## src/rtl/pstp_pkg.sv

```systemverilog
// ----------------------------------------------------------------------------
// pstp_pkg
// Shared types, constants and lookup tables of the PCM to PDM block encoder.
// ----------------------------------------------------------------------------
package pstp_pkg;

  localparam int unsigned VOL_W     = 7;
  localparam int unsigned VOL_MAX   = 100;
  localparam int unsigned VOL_RESET = 70;
  localparam int unsigned SAMPLE_W  = 8;
  localparam int unsigned LEVEL_W   = 8;
  localparam int unsigned GAIN_W    = 8;
  localparam int unsigned WORD_W    = 32;
  localparam int unsigned WORDS     = 8;
  localparam int unsigned WCNT_W    = $clog2(WORDS);
  localparam int unsigned DIDX_W    = 6;
  localparam int unsigned QDEPTH    = 2;
  localparam int unsigned QPTR_W    = $clog2(QDEPTH);
  localparam int unsigned QCNT_W    = $clog2(QDEPTH + 1);

  localparam logic [LEVEL_W-1:0] MID_LEVEL = 8'd128;
  localparam logic [6:0]         MAX_SWING = 7'd127;
  localparam logic [WCNT_W-1:0]  LAST_IDX  = WCNT_W'(WORDS - 1);

  typedef logic [GAIN_W-1:0] gain_lut_t [2**VOL_W];

  // queue status seen by the front and back parts
  typedef struct packed {
    logic full;
    logic empty;
  } pstp_q_stat_t;

  // gain per volume code, interpolated from the log-law steps at elaboration
  function automatic gain_lut_t build_gain_lut();
    int steps [12];
    gain_lut_t lut;
    int v;
    int lo;
    int hi;
    steps = '{0, 8, 24, 40, 56, 80, 104, 128, 162, 196, 255, 255};
    for (int i = 0; i < 2**VOL_W; i++) begin
      v = (i > VOL_MAX) ? VOL_MAX : i;
      lo = steps[v / 10];
      hi = steps[v / 10 + 1];
      lut[i] = GAIN_W'(lo + ((hi - lo) * (v % 10)) / 10);
    end
    return lut;
  endfunction

  localparam gain_lut_t GAIN_LUT = build_gain_lut();

  // dither mask per low three level bits
  function automatic logic [7:0] dither_mask(input logic [2:0] sel);
    logic [7:0] m;
    case (sel)
      3'd0:    m = 8'h00;
      3'd1:    m = 8'h10;
      3'd2:    m = 8'h22;
      3'd3:    m = 8'h4a;
      3'd4:    m = 8'h55;
      3'd5:    m = 8'h6d;
      3'd6:    m = 8'h77;
      3'd7:    m = 8'h7f;
      default: m = 8'h00;
    endcase
    return m;
  endfunction

  // evenly spaced bit patterns, index is the number of set bits
  function automatic logic [WORD_W-1:0] density_word(input logic [DIDX_W-1:0] idx);
    logic [WORD_W-1:0] w;
    case (idx)
      6'd0:    w = 32'h00000000;
      6'd1:    w = 32'h80000000;
      6'd2:    w = 32'h80008000;
      6'd3:    w = 32'h80200400;
      6'd4:    w = 32'h80808080;
      6'd5:    w = 32'h82081040;
      6'd6:    w = 32'h84208420;
      6'd7:    w = 32'h88442210;
      6'd8:    w = 32'h88888888;
      6'd9:    w = 32'h91224488;
      6'd10:   w = 32'h92489248;
      6'd11:   w = 32'ha4924924;
      6'd12:   w = 32'ha4a4a4a4;
      6'd13:   w = 32'ha94a5294;
      6'd14:   w = 32'haa54aa54;
      6'd15:   w = 32'haaaa5554;
      6'd16:   w = 32'haaaaaaaa;
      6'd17:   w = 32'hd555aaaa;
      6'd18:   w = 32'hd5aad5aa;
      6'd19:   w = 32'hd6b5ad6a;
      6'd20:   w = 32'hdadadada;
      6'd21:   w = 32'hdb6db6da;
      6'd22:   w = 32'hedb6edb6;
      6'd23:   w = 32'heeddbb76;
      6'd24:   w = 32'heeeeeeee;
      6'd25:   w = 32'hf7bbddee;
      6'd26:   w = 32'hfbdefbde;
      6'd27:   w = 32'hfdf7efbe;
      6'd28:   w = 32'hfefefefe;
      6'd29:   w = 32'hffdffbfe;
      6'd30:   w = 32'hfffefffe;
      6'd31:   w = 32'hfffffffe;
      6'd32:   w = 32'hffffffff;
      default: w = 32'h00000000;
    endcase
    return w;
  endfunction

endpackage

```

## src/rtl/pstp_front.sv

```systemverilog
// ----------------------------------------------------------------------------
// pstp_front
// Holds the volume register, accepts samples and turns each into a level.
// ----------------------------------------------------------------------------
module pstp_front (
  input  logic                            clk,
  input  logic                            rst_n,
  input  logic                            in_valid,
  output logic                            in_ready,
  input  logic [pstp_pkg::SAMPLE_W-1:0]   in_pcm_sample,
  input  logic                            in_silent,
  input  logic                            cfg_we,
  input  logic [pstp_pkg::VOL_W-1:0]      cfg_wdata,
  input  pstp_pkg::pstp_q_stat_t          q_stat,
  output logic                            push,
  output logic [pstp_pkg::LEVEL_W-1:0]    push_level
);
  import pstp_pkg::*;

  logic [VOL_W-1:0]          volume_r;
  logic [GAIN_W-1:0]         gain;
  logic                      pos;
  logic [SAMPLE_W-1:0]       mag;
  logic [SAMPLE_W+GAIN_W-1:0] prod;
  logic [LEVEL_W-1:0]        swing;
  logic [LEVEL_W-1:0]        level;

  // volume register
  always_ff @(posedge clk) begin
    if (!rst_n) begin
      volume_r <= VOL_W'(VOL_RESET);
    end else if (cfg_we) begin
      volume_r <= cfg_wdata;
    end
  end

  // gain lookup and offset scaling
  always_comb begin
    gain  = GAIN_LUT[volume_r];
    pos   = in_pcm_sample[SAMPLE_W-1];
    mag   = pos ? (in_pcm_sample - MID_LEVEL) : (MID_LEVEL - in_pcm_sample);
    prod  = SAMPLE_W'(mag) * GAIN_W'(gain);
    swing = prod[SAMPLE_W+GAIN_W-2:7];
    if (in_silent) begin
      level = MID_LEVEL;
    end else if (pos) begin
      level = (swing > {1'b0, MAX_SWING}) ? 8'd255 : (MID_LEVEL + swing);
    end else begin
      level = (swing > {1'b0, MAX_SWING}) ? 8'd0 : (MID_LEVEL - swing);
    end
  end

  // request goes straight into the queue
  assign in_ready   = !q_stat.full;
  assign push       = in_valid && !q_stat.full;
  assign push_level = level;

endmodule

```

## src/rtl/pstp_queue.sv

```systemverilog
// ----------------------------------------------------------------------------
// pstp_queue
// Short level queue between the front and back parts.
// ----------------------------------------------------------------------------
module pstp_queue (
  input  logic                          clk,
  input  logic                          rst_n,
  input  logic                          push,
  input  logic [pstp_pkg::LEVEL_W-1:0]  push_level,
  input  logic                          pop,
  output logic [pstp_pkg::LEVEL_W-1:0]  head_level,
  output pstp_pkg::pstp_q_stat_t        q_stat
);
  import pstp_pkg::*;

  logic [LEVEL_W-1:0] mem_r [QDEPTH];
  logic [QPTR_W-1:0]  wr_ptr_r;
  logic [QPTR_W-1:0]  rd_ptr_r;
  logic [QCNT_W-1:0]  cnt_r;
  logic [QCNT_W-1:0]  cnt_nxt;

  // entry storage
  always_ff @(posedge clk) begin
    if (push) begin
      mem_r[wr_ptr_r] <= push_level;
    end
  end

  // pointers and fill count
  always_comb begin
    cnt_nxt = cnt_r;
    if (push && !pop) begin
      cnt_nxt = cnt_r + 1'b1;
    end else if (pop && !push) begin
      cnt_nxt = cnt_r - 1'b1;
    end
  end

  always_ff @(posedge clk) begin
    if (!rst_n) begin
      wr_ptr_r <= '0;
      rd_ptr_r <= '0;
      cnt_r    <= '0;
    end else begin
      if (push) begin
        wr_ptr_r <= (wr_ptr_r == QPTR_W'(QDEPTH - 1)) ? '0 : wr_ptr_r + 1'b1;
      end
      if (pop) begin
        rd_ptr_r <= (rd_ptr_r == QPTR_W'(QDEPTH - 1)) ? '0 : rd_ptr_r + 1'b1;
      end
      cnt_r <= cnt_nxt;
    end
  end

  assign head_level   = mem_r[rd_ptr_r];
  assign q_stat.full  = (cnt_r == QCNT_W'(QDEPTH));
  assign q_stat.empty = (cnt_r == '0);

endmodule

```

## src/rtl/pstp_back.sv

```systemverilog
// ----------------------------------------------------------------------------
// pstp_back
// Expands each queued level into eight dithered pulse-density words.
// ----------------------------------------------------------------------------
module pstp_back (
  input  logic                          clk,
  input  logic                          rst_n,
  input  pstp_pkg::pstp_q_stat_t        q_stat,
  input  logic [pstp_pkg::LEVEL_W-1:0]  head_level,
  output logic                          pop,
  output logic                          out_valid,
  input  logic                          out_ready,
  output logic [pstp_pkg::WORD_W-1:0]   out_pdm_word,
  output logic                          out_last_word
);
  import pstp_pkg::*;

  logic                  busy_r;
  logic [LEVEL_W-1:0]    level_r;
  logic [WCNT_W-1:0]     wcnt_r;
  logic                  out_valid_r;
  logic [WORD_W-1:0]     out_word_r;
  logic                  out_last_r;
  logic                  load_ok;
  logic                  emit;
  logic                  done;
  logic [7:0]            msk;
  logic                  extra;
  logic [DIDX_W-1:0]     didx;

  // word for the current position
  always_comb begin
    msk   = dither_mask(level_r[2:0]);
    extra = (wcnt_r != LAST_IDX) && msk[wcnt_r];
    didx  = DIDX_W'(level_r[LEVEL_W-1:3]) + DIDX_W'(extra);
  end

  // sequencing and queue pop
  assign load_ok = !out_valid_r || out_ready;
  assign emit    = busy_r && load_ok;
  assign done    = emit && (wcnt_r == LAST_IDX);
  assign pop     = !q_stat.empty && (!busy_r || done);

  always_ff @(posedge clk) begin
    if (!rst_n) begin
      busy_r <= 1'b0;
      wcnt_r <= '0;
    end else begin
      if (pop) begin
        busy_r <= 1'b1;
        wcnt_r <= '0;
      end else if (done) begin
        busy_r <= 1'b0;
        wcnt_r <= '0;
      end else if (emit) begin
        wcnt_r <= wcnt_r + 1'b1;
      end
    end
  end

  always_ff @(posedge clk) begin
    if (pop) begin
      level_r <= head_level;
    end
  end

  // output register
  always_ff @(posedge clk) begin
    if (!rst_n) begin
      out_valid_r <= 1'b0;
    end else if (load_ok) begin
      out_valid_r <= busy_r;
    end
  end

  always_ff @(posedge clk) begin
    if (emit) begin
      out_word_r <= density_word(didx);
      out_last_r <= (wcnt_r == LAST_IDX);
    end
  end

  assign out_valid     = out_valid_r;
  assign out_pdm_word  = out_word_r;
  assign out_last_word = out_last_r;

endmodule

```

## src/rtl/pcm_sample_to_pdm_block.sv

```systemverilog
// ----------------------------------------------------------------------------
// pcm_sample_to_pdm_block
// PCM sample to pulse-density block encoder: eight 32-bit words per sample.
// ----------------------------------------------------------------------------
// the first word of a sample follows its level through the queue, the level
// register and the output register; one word per cycle leaves the back part
// unless out_ready stalls it; a 2-entry level queue lets the front accept
// while the back is expanding; reset: synchronous active-low rst_n, volume
// returns to 70, queue and output register empty
module pcm_sample_to_pdm_block (
  input  logic                          clk,
  input  logic                          rst_n,
  input  logic                          in_valid,
  output logic                          in_ready,
  input  logic [pstp_pkg::SAMPLE_W-1:0] in_pcm_sample,
  input  logic                          in_silent,
  output logic                          out_valid,
  input  logic                          out_ready,
  output logic [pstp_pkg::WORD_W-1:0]   out_pdm_word,
  output logic                          out_last_word,
  input  logic                          cfg_we,
  input  logic [pstp_pkg::VOL_W-1:0]    cfg_wdata
);
  import pstp_pkg::*;

  pstp_q_stat_t        q_stat;
  logic                push;
  logic [LEVEL_W-1:0]  push_level;
  logic                pop;
  logic [LEVEL_W-1:0]  head_level;

  // request intake and scaling
  pstp_front u_front (
    .clk           (clk),
    .rst_n         (rst_n),
    .in_valid      (in_valid),
    .in_ready      (in_ready),
    .in_pcm_sample (in_pcm_sample),
    .in_silent     (in_silent),
    .cfg_we        (cfg_we),
    .cfg_wdata     (cfg_wdata),
    .q_stat        (q_stat),
    .push          (push),
    .push_level    (push_level)
  );

  // level queue
  pstp_queue u_queue (
    .clk        (clk),
    .rst_n      (rst_n),
    .push       (push),
    .push_level (push_level),
    .pop        (pop),
    .head_level (head_level),
    .q_stat     (q_stat)
  );

  // word expansion
  pstp_back u_back (
    .clk           (clk),
    .rst_n         (rst_n),
    .q_stat        (q_stat),
    .head_level    (head_level),
    .pop           (pop),
    .out_valid     (out_valid),
    .out_ready     (out_ready),
    .out_pdm_word  (out_pdm_word),
    .out_last_word (out_last_word)
  );

endmodule
```

## config.mk

```make
export PLATFORM = sky130hd
export DESIGN_NAME = pcm_sample_to_pdm_block
export DESIGN_NICKNAME = d
export VERILOG_FILES = /design/src/rtl/pstp_pkg.sv /design/src/rtl/pstp_front.sv /design/src/rtl/pstp_queue.sv /design/src/rtl/pstp_back.sv /design/src/rtl/pcm_sample_to_pdm_block.sv
export SDC_FILE = /design/constraint.sdc
export NUM_CORES = 1
export LEC_CHECK = 0
export BUFFER_PORTS_ARGS = -buffer_cell sky130_fd_sc_hd__buf_2
export CAP_MARGIN = 15
export CORE_MARGIN = 2
export CORE_UTILIZATION = 45
export CTS_CLUSTER_DIAMETER = 80
export DETAILED_ROUTE_END_ITERATION = 8
export GPL_TIMING_DRIVEN = 0
export PLACE_DENSITY_LB_ADDON = 0.25
export SETUP_SLACK_MARGIN = 0.15
export SYNTH_ARGS = -nofsm -noshare
export SYNTH_HDL_FRONTEND = slang
export SYNTH_HIERARCHICAL = 1
export SYNTH_SLANG_ARGS = --single-unit
```

## constraint.sdc

```tcl
create_clock -name clk -period 14.1 [get_ports clk]
set_input_delay 2.82 -clock clk [delete_from_list [all_inputs] [get_ports clk]]
set_output_delay 2.82 -clock clk [all_outputs]
set_load 0.01 [all_outputs]
```

# Word-level counts from Yosys, hierarchy flattened
# Memory sizes are Yosys's and may differ from the RTL's. A register that Yosys moved wholly into a read port is not among the register bits.
# Cells that the tools add are included.
# W data, S select, Z words.
[op_classes]
n_addsub = 10
n_mul = 1
div_mod_pow = 0
n_lt_le_gt_ge = 3
eq_ne = 3
shift = 0
n_mux = 17
n_bitwise = 2
reduce_logical = 19
[op_table]
columns = ["operator", "count"]
rows = [
  ["$mux W8", 7],
  ["$sub A8 B8 Y8 const A", 2],
  ["$mul A8 B8 Y15", 1],
  ["$add A8 B8 Y8 const A", 1],
  ["$ge A8 B8 Y1 const B", 1],
  ["$gt A8 B7 Y1 const B", 1],
  ["$not A7 Y8", 1],
  ["$sub A8 B8 Y8 const B", 1],
  ["$logic_and A1 B1 Y1", 7],
  ["$mux W1", 7],
  ["$add A5 B1 Y6", 1],
  ["$logic_not A1 Y1", 6],
  ["$lt A3 B4 Y1 const B", 1],
  ["$mux W2", 2],
  ["$reduce_bool A2 Y1", 2],
  ["$add A3 B1 Y3 const B", 1],
  ["$bmux W1 S3", 1],
  ["$eq A3 B3 Y1 const B", 1],
  ["$ne A3 B3 Y1 const B", 1],
  ["$reduce_or A3 Y1", 1],
  ["$add A1 B1 Y1 const B", 2],
  ["$add A2 B1 Y2 const B", 1],
  ["$eq A2 B2 Y1 const B", 1],
  ["$logic_not A2 Y1", 1],
  ["3 further kinds", 4],
]
[word_totals]
reg_bits = 17
latch_bits = 0
ramBits = 16
romBits = 3128
out_inout_bits = 35
word_cells = 67
memories = 4
[memory_table]
columns = ["name", "words", "word_bits", "read_ports", "rd_ports_with_merged_regs", "wr", "line", "source"]
rows = [
  ["(no name shown)", 64, 32, 1, 1, 0, "pstp_pkg.sv:72", "case (idx)"],
  ["(no name shown)", 128, 8, 1, 0, 0, "pstp_front.sv:39", "gain = GAIN_LUT[volume_r];"],
  ["(no name shown)", 8, 7, 1, 0, 0, "pstp_pkg.sv:55", "case (sel)"],
  ["u_queue.mem_r", 2, 8, 1, 1, 1, "pstp_queue.sv:16", "logic [LEVEL_W-1:0] mem_r [QDEPTH];"],
]

# Depth between registers and ports, before layout
# Gate-level depths: netlist (run 1).
[depth]
ltp_word = 9
ltp_mapped = 33

# Hierarchy
# Netlist (run 1), hierarchy kept.
[modules_own_cells]
columns = ["mod", "n_inst", "cells_per_inst", "area_per_inst_um2", "seq_area_each_um2"]
rows = [
  ["pstp_front", 1, 515, 3862.5, 140.1],
  ["pstp_back", 1, 284, 2980.4, 1451.4],
  ["pstp_queue", 1, 47, 794.5, 580.6],
]

# Least setup slack after synthesis (run 1)
# No wires, ideal clock.
[synth_timing]
path_type = "in2reg"
from = "input in_pcm_sample[7] (netlist name)"
to = "memory u_queue.mem_r[0][5], data pin"
arrival_time_ns = 8.270
required_ns = 13.835
path_slack_ns = 5.565
cell_stages = 22
cell_sequence = "clkbuf_1 > clkbuf_1 > nor2_1 > xnor2_1 > nor2_1 > fa_1 > fa_1 > fa_1 > inv_1 > fa_1 > inv_1 > ha_1 > clkbuf_1 > a21oi_1 > nand2_1 > or2_2 > nor4_1 > nor3_1 > o211a_1 > or3_4 > or3_1 > a221o_1"
[synth_via]
elab_chain_cells = 7
elab_cells_between_ends = 11
[synth_rtl]
columns = ["element", "line", "source"]
rows = [
  ["start: declaration", "pcm_sample_to_pdm_block.sv:15", "input logic [pstp_pkg::SAMPLE_W-1:0] in_pcm_sample,"],
  ["$sub A8 B8 Y8", "pstp_front.sv:41", "mag = pos ? (in_pcm_sample - MID_LEVEL) : (MID_LEVEL - in_pcm_sample);"],
  ["$mux W8", "pstp_front.sv:41", ""],
  ["$mul A8 B8 Y15", "pstp_front.sv:42", "prod = SAMPLE_W'(mag) * GAIN_W'(gain);"],
  ["$sub A8 B8 Y8 (tied with other cells)", "pstp_front.sv:49", "level = (swing > {1'b0, MAX_SWING}) ? 8'd0 : (MID_LEVEL - swing);"],
  ["$mux W8, on equally long branches", "pstp_front.sv:49, pstp_front.sv:47", ""],
  ["$mux W8 *", "pstp_front.sv:46", "end else if (pos) begin"],
  ["$mux W8 *", "pstp_front.sv:44", "if (in_silent) begin"],
  ["via push_level[5]", "pcm_sample_to_pdm_block.sv:28", "logic [LEVEL_W-1:0] push_level;"],
  ["end: declaration", "pstp_queue.sv:16", ""],
]
# Mark *: on every way through the listed nets, which the timed path passes. The rest lies on a longest branch.

# Worst setup path in the final report (run 1)
[layout_timing]
from = "input in_pcm_sample[7] (netlist name)"
to = "memory u_queue.mem_r[1][5], data pin"
# The elaborated chain is that of the path after synthesis.

==> results of run 1 <==
-- metrics by stage --
stage               hold slack [ns]  cells  worst slack (ns)  area [um^2]  util (%)
global placement              0.483   1118              4.75         8170      49.3
global route                  0.542   1135              4.42         8520      51.4
floorplan                     0.464    846              5.56         7640         -
finish                        0.506   1135              5.01         8520      51.4
CTS                           0.506   1134              5.01         8490      51.2
detailed placement            0.495   1118              4.64         8170      49.3
-- cells by family after synthesis --
group	after synthesis	synth area share (%)
flops	80	28.4
compound gates	215	18.6
simple gates	297	19.3
xor+xnor	27	4.33
buf+inv	103	6.14
mux	34	5.06
fa+ha+maj	90	18.1
-- metal layers --
layer / track usage, % / vias to the layer above / part of all wire [%]
li1: - / 3153 / -
met1: 26.6 / 3124 / 45
met2: 33.4 / 228 / 48
met3: 2.49 / 33 / 5.2
met4: 7.43 / 0 / 2.1
met5: 0 / - / 0
-- synthesized netlist by cell type, drive strengths merged, types with 3 or more instances --
| master | count | area (um^2) |
|---|---|---|
| nor2 | 101 | 382 |
| nand2 | 74 | 283 |
| edfxtp | 57 | 1710 |
| ha | 56 | 701 |
| inv | 56 | 210 |
| a21oi | 55 | 275 |
| o21ai | 54 | 270 |
| fa | 34 | 681 |
| buf | 27 | 184 |
| dfxtp | 23 | 460 |
| mux2i | 21 | 210 |
| clkbuf | 18 | 67.6 |
| nand3 | 18 | 115 |
| or2 | 17 | 106 |
| o211ai | 16 | 125 |
| xnor2 | 16 | 200 |
| nand2b | 15 | 93.8 |
| a211oi | 14 | 110 |
| nor2b | 14 | 87.6 |
| nor3 | 14 | 70.1 |
| mux2 | 11 | 131 |
| xor2 | 11 | 130 |
| a31oi | 10 | 62.6 |
| or3 | 10 | 67.6 |
| a21o | 8 | 60.1 |
| o311ai | 8 | 70.1 |
| a21boi | 7 | 52.6 |
| and2 | 7 | 43.8 |
| nand4 | 5 | 46.3 |
| a2111oi | 4 | 61.3 |
| nand4b | 4 | 35.0 |
| nor4 | 4 | 25.0 |
| o21a | 4 | 30.0 |
| o221ai | 4 | 35.0 |
| o22ai | 4 | 25.0 |
| a221o | 3 | 30.0 |
| a221oi | 3 | 32.5 |
-- state kept, by name, summed over array words and instances (netlist names), named ones only --
name	flops
u_queue/mem_r	16
u_back/out_valid	1
u_back/wcnt_r	3
u_queue/cnt_r	2
u_back/level_r	8
u_front/volume_r	7
u_back/out_pdm_word	32
u_back/out_last_word	1
u_queue/wr_ptr_r	1
u_queue/rd_ptr_r	1
u_back/msk	6
u_back/busy_r	1
-- final timing paths --
check | endpoint | slack, ns | cells past startpoint
setup / recovery | u_queue/mem_r[1][5] | 5.01 | 23
hold / removal | u_back/out_valid | 0.51 | 1
setup reg to reg | u_queue/mem_r[1][5] | 5.40 | 31
hold reg to reg | u_back/out_valid | 0.51 | 1
-- worst max-delay path, cell delays in order --
cell and delay [ns]:
clkbuf_1 0.24, clkbuf_1 0.41, nor2_1 0.12, xnor2_1 0.58
nor2_1 0.14, fa_1 0.54, fa_1 0.53, fa_1 0.54
inv_1 0.05, fa_1 0.52, inv_1 0.05, ha_1 0.26
clkbuf_1 0.27, nand2_1 0.11, o21ai_1 0.38, nor2_1 0.10
o21ai_1 0.26, nor4_1 0.09, a31oi_1 0.16, nand3_1 0.23
nand2b_1 0.24, and2_1 0.17, a221o_1 0.36
-- area by class of cell --
cell class	instances	area, um^2
fillers	1575	8060
multi-input cells	663	5000
repair buffers	53	288
well taps	220	275
clock inverters	5	46.3
flip-flops and latches	80	2170
inverters	58	218
clock buffers	11	275
plain buffers	45	251
==> metrics.md, run 1 <==
| Metric | Value |
|---|---|
| Min-Delay Path Class | `register to register` |
| FMAX | `0.110 GHz` |
| Initial core utilization | `a little under half` |
| Vias | `6,538` |
| CP endpoint kind | `register` |
| RSZ-0062 raised after global routing | `no` |
| CTS clk-pin slew, worst paths | `0.06 ns` |
| Primary FF master, synth | `edfxtp_1` |
| TritonCTS clock tree | `done` |
| Buffers added on ports | `52` |
| Synth Cell Area | `7640 um^2` |
| Num rows | `47` |
| Root Driver | `clkbuf_16` |
| Core Area | `16,600 um^2` |
| Most common cell after layout, fill and taps aside | `nor2_1` |
| Sequential area share after synthesis | `28.4%` |
| Startpoint Class | `primary input` |
| CP Data Required Time | `roughly 14 ns` |
| Drt wl/cell | `15.5 um` |
| Avg Vias per Cell | `5.76` |
| Max Slew Vio Count | `0` |
| Final min period | `around 9.1 ns` |
| Post-synthesis cell count | `846` |
| N_diodes | `0` |
| Final-stage net count | `between 1,000 and 1,500` |
| I/O pin cnt | `56` |
| Initial antenna violation count | `0` |
| Clock Sinks | `80` |
| CTS buffer count | `9` |
| Worst-path maximum fanout | `10` |
| Share of cells above drive strength 1 | `16.5%` |
| Vias in the first global route | `6,084` |
| Setup violators final | `0` |
| Dpl hpwl | `13.4 mm` |
| Drt pass-1 iters | `6` |
| Count of flip-flops with a built-in enable after synthesis | `57` |
| CTS Hold Buffers Added | `0` |
| Fin crit share | `between 60% and 70%` |
| Die ar. | `18,000 um^2` |
| Max-cap viol count | `0` |
| Final TNS setup | `0 ns` |
| Yosys warnings | `6` |
| Grt ovf | `0` |
| Synth cell types | `85` |
| Die Span Y | `between 100 and 150 um` |
| Critical Path Start | `in_pcm_sample[7]` |
| Crit path kind | `primary input to register` |
| FF+latch count, synth | `80` |
| First-pass GRT wire length | `about 30 mm` |
| H-tree levels | `3` |
| Syn-to-layout area delta | `11.6%` |
| Clock Path Buffers | `2` |
| Clk Latency, worst-skew pair | `roughly 0.34 ns` |
| Slew Limit Headroom | `28.0%` |
| Largest net degree at the start of global routing | `36` |
| Worst slew pin tran | `1.08 ns` |
| GRT Util Overall | `20.0%` |
| Initial DRC count | `~700` |
| HP Start | `u_back/busy_r` |
| Antenna viol nets, final | `0` |
| Reg-to-Reg Start | `u_front/volume_r[0]` |
| Post-CTS sizing | `0` |
| Asr flop ratio synth | `0%` |
| DRT Wirelength | `17.6 mm` |
| Worst-case clock skew | `0.00585 ns` |
| Synthesized area per cell | `9.03 um^2` |
| Postcts setup bufs | `0` |
| Fin. Hold Viols | `0` |
| GPL Wtd Cong | `0.948` |
| DR DRC count | `0` |
| Die span in x | `134 um` |
| Synthesized Nets | `957` |
| Crit path DAT | `9.17 ns` |
| Most frequent cells in the layout | `100 x nor2_1, 72 x nand2_1, 64 x buf_2` |
| Status | `finished, final reports clean` |
Power of run 1 is left out: the tool's default activity adds up to more than one toggle a clock period on the data nets, which glitch-free logic cannot reach.
==> run 2, diff against run 1 <==
==> constraint.sdc (replaced) <==
create_clock -name clk -period 7.5 [get_ports clk]
set_input_delay 1.5 -clock clk [delete_from_list [all_inputs] [get_ports clk]]
set_output_delay 1.5 -clock clk [all_outputs]
set_load 0.01 [all_outputs]
==> run 2 against run 1 <==
Effect of this change: routed wire length rose by 2.6%; global-route usage rose by 0.25 points; clock skew about the same; sequential cell count is the same; sequential share of layout area decreased by 1.2 points; design area rose by 5.2%; critical path depth up 1; largest cell class unchanged; highest routed layer unchanged.
==> metrics.md, run 2 (synthesis gave the netlist of run 1 again) <==
| Metric | Value |
|---|---|
| Status | `finished, final reports clean` |
| Clk Latency, worst-skew pair | `0.34 ns (about the same)` |
| Final worst setup slack | `0.395 ns (-4.62 ns)` |
| Num rows | `47 (unchanged)` |
| Drt wl/cell | `15.7 um (+1.4%)` |
| I/O pin cnt | `56 (unchanged)` |
| Vias | `6,630 (+1.4%)` |
| Die ar. | `18,000 um^2 (unchanged)` |
| Crit path DAT | `7.19 ns (-1.98 ns)` |
| Share of cells above drive strength 1 | `23.3% (+6.7 points)` |
| Clock Path Buffers | `2 (unchanged)` |
| Largest net degree at the start of global routing | `36 (unchanged)` |
| HP Start | `u_back/busy_r` |
| Fin. Hold Viols | `0 (unchanged)` |
| Dpl ws | `-1.07 ns (-5.71 ns)` |
| Worst slew pin tran | `1.03 ns (-0.0455 ns)` |
| Worst-case clock skew | `0.00545 ns (-0.000398 ns)` |
| DR DRC count | `0 (unchanged)` |
| Initial antenna violation count | `0 (unchanged)` |
| GPL Wtd Cong | `0.948 (unchanged)` |
| Antenna viol nets, final | `0 (unchanged)` |
| Startpoint Class | `primary input` |
| Initial DRC count | `611 (-13%)` |
| Final min period | `7.11 ns` |
| Worst-path maximum fanout | `8 (-2)` |
| DRT Wirelength | `18.1 mm (+2.6%)` |
| RSZ-0062 raised after global routing | `no` |
| Die span in x | `134 um (unchanged)` |
| Min-Delay Path Class | `register to register` |
| Most common cell on crit path | `fa_1` |
| R2R setup slack | `0.41 ns (-4.99 ns)` |
| GRT Util Overall | `20.3% (+0.25 points)` |
| H-tree levels | `3 (unchanged)` |
| Root Driver | `clkbuf_16` |
| Max reg flops | `32 (unchanged)` |
| Final design area excluding fillers | `8960 um^2 (+5.2%)` |
| Grt ovf | `0 (unchanged)` |
| Setup violators final | `0 (unchanged)` |
| N_diodes | `0 (unchanged)` |
| CP max stage delay | `0.55 ns (-0.03 ns)` |
| Clock Sinks | `80 (unchanged)` |
| CP Data Required Time | `7.58 ns (-6.60 ns)` |
| FMAX | `between 0.1 and 0.15 GHz` |
| Buffers added on ports | `52 (unchanged)` |
| RR Endpoint | `u_queue/mem_r[1][5]` |
| CTS clk-pin slew, worst paths | `0.06 ns (about the same)` |
| Placed cell areas | `8170 um^2 (unchanged)` |
| Avg Vias per Cell | `5.77 (+0.17%)` |
| Reg-to-Reg Start | `u_front/volume_r[1]` |
| Hold Path Depth | `1 (unchanged)` |
| Slew Limit Headroom | `31.0% (+3.0 points)` |
| Vias in the first global route | `6,149 (+1.1%)` |
| TritonCTS clock tree | `done` |
| Fin crit share | `94.7%` |
| Max-cap viol count | `0 (unchanged)` |
| CP endpoint kind | `register` |
| Max Slew Vio Count | `0 (unchanged)` |
| Drt pass-1 iters | `5 (-1)` |
| Crit path kind | `primary input to register` |
| Initial core utilization | `46.1% (unchanged)` |
| Most frequent cells in the layout | `98 x nor2_1, 71 x nand2_1, 61 x buf_2` |
| Core Area | `16,600 um^2 (unchanged)` |
| Syn-to-layout area delta | `17.3%` |
| Hold Path Sink | `u_back/out_valid` |
| Path depth of the worst reg2reg path | `30 (-3.2%)` |
| Dpl hpwl | `13.4 mm (unchanged)` |
| Delay-heaviest family, CP | `adder cells` |
| Die Span Y | `134 um (unchanged)` |
| CTS buffer count | `9 (unchanged)` |
| Slowest cell on the critical path | `fa_1` |
| First-pass GRT wire length | `29.9 mm (+1.3%)` |
| WP buf/inv | `6 (+1)` |
| Most common cell after layout, fill and taps aside | `nor2_1` |
| Final-stage net count | `1,035 (+1.4%)` |
| Critical-path cell list | `buf_2 > inv_2 > ha_2 > a31oi_4 > xnor2_2 > or2_2 > fa_1 > inv_2 > fa_1 > fa_1 > inv_1 > fa_1 > inv_1 > ha_1 > buf_4 > a21oi_2 > nand2_1 > or2_4 > nor4_4 > nor3_2 > o211a_1 > or3_4 > or3_4 > a221o_1` |
==> run 2: changes by cell type in the layout (fill, tap and decap cells not counted), moves of 4 or more <==
cell / previous run / this run
buf_4: 8 / 25
xnor2_2: 3 / 7
o21ai_0: 44 / 40
a21oi_1: 55 / 51
clkbuf_1: 18 / 9
inv_1: 53 / 49
xnor2_1: 11 / 6
==> run 2: how the worst max path moves through the flow <==
stage | startpoint | end | cells past startpoint | slack (ns)
2_1_floorplan | u_front/volume_r[0] | u_queue/mem_r[0][5] | 30 | 0.26
3_3_place_gp | u_front/volume_r[0] | u_queue/mem_r[0][6] | 31 | -1.03
3_5_place_dp | u_front/volume_r[0] | u_queue/mem_r[1][5] | 31 | -1.07
4_1_cts | u_front/volume_r[0] | u_queue/mem_r[1][6] | 31 | 0.16
5_1_grt | in_pcm_sample[7] | u_queue/mem_r[1][6] | 24 | 0.15
6_report | in_pcm_sample[0] | u_queue/mem_r[1][5] | 24 | 0.39
==> run 2: layer usage <==
| layer | GRT usage, % | part of all wire (%) | routed length, um | vias up |
|---|---|---|---|---|
| met5 | 0 | 0 | 0 | - |
| met4 | 7.95 | 2.3 | 423 | 0 |
| met3 | 2.57 | 5.1 | 929 | 41 |
| met2 | 33.8 | 49 | 8800 | 233 |
| met1 | 26.8 | 44 | 7900 | 3177 |
| li1 | - | - | - | 3179 |
==> run 2: per-stage QoR <==
step | setup TNS (ns) | hold WS [ns] | cells | utilization [%]
after floorplan | 0 | 0.464 | 846 | -
after global placement | -15.22 | 0.483 | 1118 | 49.3
after detailed placement | -15.78 | 0.495 | 1118 | 49.3
after CTS | 0 | 0.506 | 1140 | 52.3
after global routing | 0 | 0.542 | 1149 | 54.0
final | 0 | 0.506 | 1149 | 54.0
==> run 2: area by class of cell <==
cell class | instances | area [um^2]
Multi-Input combinational cell | 663 | 5250
Inverter | 58 | 225
Clock buffer | 11 | 275
Fill cell | 1537 | 7620
Sequential cell | 80 | 2180
Tap cell | 220 | 275
Clock inverter | 5 | 46.3
Buffer | 45 | 312
Timing Repair Buffer | 67 | 393
==> run 2: worst register-to-register path, delay by kind of cell (launching register included) <==
kind	cells	cell delay (ns)
AO/OA/AOI/OAI	8	1.39
buffers and inverters	8	0.79
flip-flops	1	0.38
AND/OR/NAND/NOR	8	1.77
adder cells (fa/ha/maj)	6	2.49
==> run 2: repair_timing <==
| item | CTS | global route |
|---|---|---|
| hold buffers | 0 | 0 |
| buffers inserted | 6 | 8 |
| resized for setup | 37 | 59 |
| endpoints found under the setup margin | 16 | 16 |
| pin swaps | 5 | 15 |
Power of run 2 is left out for the same reason.
